$ cat config.mk
export PLATFORM = sky130hd
export DESIGN_NAME = button_click_classifier_unit_flat
export DESIGN_NICKNAME = d
export VERILOG_FILES = /design/src/sv/bcc_pkg.sv /design/src/sv/bcc_if.sv /design/src/sv/bcc_core.sv /design/src/sv/button_click_classifier_unit.sv /design/src/flat_wrapper.sv
export SDC_FILE = /design/constraint.sdc
export NUM_CORES = 1
export LEC_CHECK = 0
export BUFFER_PORTS_ARGS = -buffer_cell sky130_fd_sc_hd__buf_2
export CAP_MARGIN = 20
export CORE_UTILIZATION = 25
export DETAILED_ROUTE_END_ITERATION = 8
export SYNTH_ARGS = -nofsm -noshare
export SYNTH_HDL_FRONTEND = slang
export SYNTH_SLANG_ARGS = --single-unit
$ cat constraint.sdc
create_clock -name i_clk -period 5.62 [get_ports i_clk]
set_input_delay 0.843 -clock i_clk [delete_from_list [all_inputs] [get_ports i_clk]]
set_output_delay 0.843 -clock i_clk [all_outputs]
set_load 0.01 [all_outputs]
$ cat src/sv/bcc_pkg.sv
// ----------------------------------------------------------------------------
// bcc_pkg
// types and constants shared by the button click classifier
// ----------------------------------------------------------------------------
`timescale 1ns / 1ps

package bcc_pkg;

    localparam int unsigned COUNT_W = 16;
    localparam int unsigned CLICK_W = 8;

    localparam logic [COUNT_W-1:0] TIMEOUT_RESET = 16'd400;
    localparam logic [COUNT_W-1:0] COUNT_MAX     = '1;
    localparam logic [CLICK_W-1:0] CLICK_MAX     = '1;

    // button levels
    localparam logic LEVEL_PRESSED  = 1'b0;
    localparam logic LEVEL_RELEASED = 1'b1;

    // event kinds
    localparam logic KIND_CLICK = 1'b0;
    localparam logic KIND_LONG  = 1'b1;

    typedef logic [COUNT_W-1:0] t_count;
    typedef logic [CLICK_W-1:0] t_clicks;

    // one classified event from the step logic
    typedef struct packed {
        logic    valid;
        logic    event_kind;
        t_clicks clicks;
        t_count  held_ticks;
    } t_result;

endpackage

$ cat src/sv/bcc_if.sv
// ----------------------------------------------------------------------------
// bcc_if
// valid/ready channels for tick input and event output
// ----------------------------------------------------------------------------
`timescale 1ns / 1ps

interface bcc_in_if;
    logic valid;
    logic ready;
    logic button_level;

    modport source (output valid, output button_level, input ready);
    modport sink   (input valid, input button_level, output ready);
endinterface

interface bcc_out_if;
    logic        valid;
    logic        ready;
    logic        event_kind;
    logic [7:0]  clicks;
    logic [15:0] held_ticks;

    modport source (output valid, output event_kind, output clicks, output held_ticks,
                    input ready);
    modport sink   (input valid, input event_kind, input clicks, input held_ticks,
                    output ready);
endinterface

$ cat src/sv/bcc_core.sv
// ----------------------------------------------------------------------------
// bcc_core
// click sequence state and the single-tick classification logic
// ----------------------------------------------------------------------------
`timescale 1ns / 1ps

module bcc_core (
    input  logic              i_clk,
    input  logic              i_rst_n,
    input  logic              i_step,
    input  logic              i_level,
    input  bcc_pkg::t_count   i_timeout,
    output bcc_pkg::t_result  o_res
);
    import bcc_pkg::*;

    logic    r_prev_level, n_prev_level;
    t_count  r_since_press, n_since_press;
    logic    r_armed, n_armed;
    t_clicks r_release_count, n_release_count;
    t_count  r_last_hold, n_last_hold;

    t_count  sp_inc;
    t_clicks rc_rel;
    t_count  lh_rel;
    logic    press_edge;
    logic    release_edge;
    logic    long_emit;
    logic    expire;
    logic    click_emit;
    logic    armed_mid;

    // one tick: advance, edges, then timeout
    always_comb begin
        sp_inc       = (r_since_press == COUNT_MAX) ? r_since_press : r_since_press + 1'b1;
        press_edge   = (r_prev_level == LEVEL_RELEASED) && (i_level == LEVEL_PRESSED);
        release_edge = (r_prev_level == LEVEL_PRESSED) && (i_level == LEVEL_RELEASED);

        n_since_press = press_edge ? '0 : sp_inc;
        armed_mid     = press_edge | r_armed;

        rc_rel = r_release_count;
        lh_rel = r_last_hold;
        if (release_edge) begin
            rc_rel = (r_release_count == CLICK_MAX) ? r_release_count
                                                    : r_release_count + 1'b1;
            lh_rel = sp_inc;
        end

        // release without armed timeout is a long press
        long_emit = release_edge & ~r_armed;

        // sequence closes once the counter passes the timeout or saturates
        expire = armed_mid &&
                 ((n_since_press > i_timeout) || (n_since_press == COUNT_MAX));
        click_emit = expire && !((i_level == LEVEL_PRESSED) && (rc_rel == '0));

        o_res.valid      = long_emit | click_emit;
        o_res.event_kind = long_emit ? KIND_LONG : KIND_CLICK;
        o_res.clicks     = long_emit ? rc_rel : (click_emit ? rc_rel : '0);
        o_res.held_ticks = lh_rel;

        n_prev_level    = i_level;
        n_armed         = expire ? 1'b0 : armed_mid;
        n_release_count = (long_emit | click_emit) ? '0 : rc_rel;
        n_last_hold     = (long_emit | click_emit) ? '0 : lh_rel;
    end

    // state update on each accepted tick
    always_ff @(posedge i_clk) begin
        if (!i_rst_n) begin
            r_prev_level    <= LEVEL_RELEASED;
            r_since_press   <= '0;
            r_armed         <= 1'b0;
            r_release_count <= '0;
            r_last_hold     <= '0;
        end else if (i_step) begin
            r_prev_level    <= n_prev_level;
            r_since_press   <= n_since_press;
            r_armed         <= n_armed;
            r_release_count <= n_release_count;
            r_last_hold     <= n_last_hold;
        end
    end

endmodule

$ cat src/sv/button_click_classifier_unit.sv
// ----------------------------------------------------------------------------
// button_click_classifier_unit
// multi-click and long-press classifier on a millisecond tick stream
// ----------------------------------------------------------------------------
// Each input transaction is one tick carrying the debounced button level
// (0 pressed). A tick is registered, classified combinationally against the
// click state, and any resulting event lands in an output register; ticks
// are taken every cycle while the output register is empty or being read,
// so the sustained rate is one tick per clock; a tick passes through the input
// register and then the output register. At most one event comes from a tick.
// timeout_ticks is written through i_cfg_we/i_cfg_wdata and resets to 400.
`timescale 1ns / 1ps

module button_click_classifier_unit (
    input  logic             i_clk,
    input  logic             i_rst_n,
    input  logic             i_cfg_we,
    input  logic [15:0]      i_cfg_wdata,
    bcc_in_if.sink           i_in,
    bcc_out_if.source        o_out
);
    import bcc_pkg::*;

    t_count  r_timeout;
    logic    r_in_valid;
    logic    r_in_level;
    logic    r_out_valid;
    logic    r_out_kind;
    t_clicks r_out_clicks;
    t_count  r_out_held;
    logic    advance;
    logic    in_ready;
    t_result step_res;

    // a tick moves on when the output slot is free or draining
    assign advance  = r_in_valid & (~r_out_valid | o_out.ready);
    assign in_ready = ~r_in_valid | advance;
    assign i_in.ready = in_ready;

    // timeout register
    always_ff @(posedge i_clk) begin
        if (!i_rst_n) begin
            r_timeout <= TIMEOUT_RESET;
        end else if (i_cfg_we) begin
            r_timeout <= i_cfg_wdata;
        end
    end

    // input register
    always_ff @(posedge i_clk) begin
        if (!i_rst_n) begin
            r_in_valid <= 1'b0;
        end else if (in_ready) begin
            r_in_valid <= i_in.valid;
        end
    end

    always_ff @(posedge i_clk) begin
        if (in_ready && i_in.valid) begin
            r_in_level <= i_in.button_level;
        end
    end

    // classification
    bcc_core u_core (
        .i_clk     (i_clk),
        .i_rst_n   (i_rst_n),
        .i_step    (advance),
        .i_level   (r_in_level),
        .i_timeout (r_timeout),
        .o_res     (step_res)
    );

    // output register
    always_ff @(posedge i_clk) begin
        if (!i_rst_n) begin
            r_out_valid <= 1'b0;
        end else if (advance) begin
            r_out_valid <= step_res.valid;
        end else if (o_out.ready) begin
            r_out_valid <= 1'b0;
        end
    end

    always_ff @(posedge i_clk) begin
        if (advance && step_res.valid) begin
            r_out_kind   <= step_res.event_kind;
            r_out_clicks <= step_res.clicks;
            r_out_held   <= step_res.held_ticks;
        end
    end

    assign o_out.valid      = r_out_valid;
    assign o_out.event_kind = r_out_kind;
    assign o_out.clicks     = r_out_clicks;
    assign o_out.held_ticks = r_out_held;

endmodule

$ cat src/flat_wrapper.sv
// flat-port wrapper written by rule: the top's interface ports become plain ports
module button_click_classifier_unit_flat import bcc_pkg::*;
  (i_clk, i_rst_n, i_cfg_we, i_cfg_wdata, i_in_valid, i_in_button_level, i_in_ready, o_out_valid, o_out_event_kind, o_out_clicks, o_out_held_ticks, o_out_ready);
  bcc_in_if i_in_i ();
  bcc_out_if o_out_i ();
  input  logic i_clk;
  input  logic i_rst_n;
  input  logic i_cfg_we;
  input  logic [15:0] i_cfg_wdata;
  input wire logic [$bits(i_in_i.valid)-1:0] i_in_valid;
  input wire logic [$bits(i_in_i.button_level)-1:0] i_in_button_level;
  output wire logic [$bits(i_in_i.ready)-1:0] i_in_ready;
  output wire logic [$bits(o_out_i.valid)-1:0] o_out_valid;
  output wire logic [$bits(o_out_i.event_kind)-1:0] o_out_event_kind;
  output wire logic [$bits(o_out_i.clicks)-1:0] o_out_clicks;
  output wire logic [$bits(o_out_i.held_ticks)-1:0] o_out_held_ticks;
  input wire logic [$bits(o_out_i.ready)-1:0] o_out_ready;
  assign i_in_i.valid = i_in_valid;
  assign i_in_i.button_level = i_in_button_level;
  assign i_in_ready = i_in_i.ready;
  assign o_out_valid = o_out_i.valid;
  assign o_out_event_kind = o_out_i.event_kind;
  assign o_out_clicks = o_out_i.clicks;
  assign o_out_held_ticks = o_out_i.held_ticks;
  assign o_out_i.ready = o_out_ready;
  button_click_classifier_unit u_core (.i_clk(i_clk), .i_rst_n(i_rst_n), .i_cfg_we(i_cfg_we), .i_cfg_wdata(i_cfg_wdata), .i_in(i_in_i), .o_out(o_out_i));
endmodule
==> impl_metrics.ini <==
[clock_tree]
postCtsSetupRepairBufs = 0
clk_latency_ns = 0.34
cts_tree = built
clockRootBuffer = clkbuf_16
post_cts_resized = 0
clockBufferDepth = 2
numClockSinks = 86
numCtsBuffers = 9
cts_max_level = 3
hold_buffers = 0
cts.clk_slew.worst_paths_ns = 0.06

[synth]
synth-compound-area-share = 0.124
syn_nets = 549
ys_ff_latch = 86
avgSynthCellArea_sq_um = 8.63
async_reset_ff_frac = 0
synth_top_family_by_area = simple AND/OR/NAND/NOR gates
synthDistinctLibCells = 50
synth_warnings = 0
syn_area_sq_um = 4390
synth-simple-area-share = 0.241
synth_fa_ha_area_frac = 0.0513
synth-edff-count = 26
yosys.area_share.xor_xnor = 0.0339
seq_area_frac_synth = 0.451
synth_mux_area_frac = 0.0484
synth_common_cells = 79 x nor2_1, 74 x nand2_1, 60 x dfxtp_1
ys.flop_type = dfxtp_1
synth.most_common_cell = nor2_1
postSynthCellCount = 509
synth_area_leaders = dfxtp_1 27%, edfxtp_1 18%, nor2_1 6.7%, nand2_1 6.3%, ha_1 5.1%
yosysTopAreaCellShare = 0.273
synth_top_area_cell = dfxtp_1

[floorplanning]
core_sq_um = 17200
ioPinCount = 49
initial_core_util = 0.255
die_y_microns = 135
num_rows = 48
die_x_microns = 135
die_area_sq_um = 18100

[routing]
vias = 3599
drt_iter0_drc = 337
drc = 0
via_per_inst = 4.65
wl_per_cell_microns = 13.2
firstDrtPassIters = 5
wirelength_mm = 10.2
ant_nets = 0

[pwr]
power_density_nw_per_um2 = 263
ir_worst_vdd_mv = 0.141
p_total_uw = 1350
p_leak_uw = 0.00189

[placement]
dp_cells = 758
dpl_cell_area_sq_um = 4820
io_buffers = 48
dp_hpwl_mm = 7.41
gp_congestion = 0.899

[finish]
fin_cells = 774
drive_gt1_frac = 0.164
design_area_sq_um = 5120
n_antenna_cell = 0
areaGrowthSynthToFinish_pct = 16.5
nets = 584

[global_routing]
antenna_found_initial = 0
grt_max_degree = 48
overflow = 0
first_global_vias = 3269
grtUsageTotal = 0.118
grt_pass1_wl_mm = 16.9

[sta]
fin_worst_skew_ns = 0.00685
setup_tns_ns = 0
finalHoldViolCount = 0
finalCritPeriodShare = 0.752
rsz0062_at_grt = no
slew_viol_final = 0
worstMarginPinSlew_ns = 0.603
min_period_ns = 4.23
slew_headroom = 0.598
fmax_ghz = 0.237
whs_ns = 0.463
setup_viol = 0

[critical_path]
startpoint_type = flop
critPathMaxFanout = 24
cp.required_ns = 5.88
crit_type = reg -> reg
arrival_ns = 4.48
crit_path_end_kind = flop

[outcome]
status = complete, no violations

[min_path]
hold_path_class = reg -> reg

[flow_run]
maxCapViolations = 0
-- metal layers --
layer,track usage,part of all wire,wire length (microns),up-vias
li1,-,-,-,1828
met1,0.170,0.50,5170,1660
met2,0.172,0.42,4340,98
met3,0.0255,0.055,562,13
met4,0.0443,0.016,167,0
met5,0,0,0,-
-- cells in the final DEF, fill, tap and decap left out, drive strengths merged, types with 5 or more instances in the layout --
cell type	synthesis	layout
a21oi	38	38
and3	5	5
buf	8	54
clkbuf	22	9
dfxtp	60	60
edfxtp	26	26
ha	18	18
inv	20	21
mux2i	19	19
nand2	74	74
nand2b	6	6
nand3	17	17
nand4	9	9
nor2	79	79
nor3	21	21
nor4	6	6
o211ai	5	5
o21ai	22	22
xnor2	8	8
xor2	9	9
-- through the flow --
stage | setup WS, ns | util
floorplan | 1.31 | -
global placement | 1.47 | 0.280
detailed placement | 1.46 | 0.280
CTS | 1.41 | 0.297
global route | 0.942 | 0.297
finish | 1.39 | 0.297
-- critical path: stages (launching register included) --
cell	delay, ns
dfxtp_1	0.48
nand4_2	0.19
nor3_1	0.47
and2_1	0.33
nor4_1	0.10
xnor2_1	0.28
nor2_1	0.08
ha_1	0.30
nand3_1	0.07
or3_1	0.32
nor3_1	0.24
a21o_1	0.11
o31a_1	0.18
o31ai_4	0.11
a311o_2	0.63
nor3_1	0.26
-- flip-flops by register name (all words and copies together), names as in the netlist --
signal and flops:
u_core.o_out.clicks 8, u_core.o_out.event_kind 1, u_core.o_out.held_ticks 16, u_core.o_out.valid 1, u_core.r_in_level 1, u_core.r_in_valid 1, u_core.r_timeout 16, u_core.u_core.r_armed 1
u_core.u_core.r_last_hold 16, u_core.u_core.r_prev_level 1, u_core.u_core.r_release_count 8, u_core.u_core.r_since_press 16
-- power breakdown --
| part | switching [uW] | internal, uW | total, uW | leakage [uW] |
|---|---|---|---|---|
| combinational | 58.2 | 33.2 | 91.5 | 0.00104 |
| sequential | 8.94 | 652 | 661 | 0.000707 |
| clock | 248 | 346 | 593 | 0.000146 |
| total | 315 | 1030 | 1350 | 0.00189 |
-- path summary, 6_finish.rpt --
check	startpoint	end	slack, ns	cells past startpoint
max	u_core.u_core.r_since_press[9]	u_core.u_core.r_last_hold[0]	1.39	15
min	u_core.u_core.r_last_hold[13]	u_core.u_core.r_last_hold[13]	0.46	2
max reg2reg	u_core.u_core.r_since_press[9]	u_core.u_core.r_last_hold[0]	1.39	15
min reg2reg	u_core.u_core.r_last_hold[13]	u_core.u_core.r_last_hold[13]	0.46	2
-- cell type report --
type                    count  area (sq um)
clock buffers               9           225
fillers                  1832         12100
well taps                 225           282
clock inverters             7          73.8
flip-flops and latches     86          1980
repair buffers             54           285
inverters                  20          75.1
multi-input cells         373          2190
-- cell families after synthesis --
group                    count (synthesis)
AO/OA/AOI/OAI                           85
XOR/XNOR                                17
adder cells (fa/ha/maj)                 18
buffers and inverters                   50
flip-flops                              86
multiplexers                            21
AND/OR/NAND/NOR                        232
Note: power is estimated with default switching activity, not from simulation.
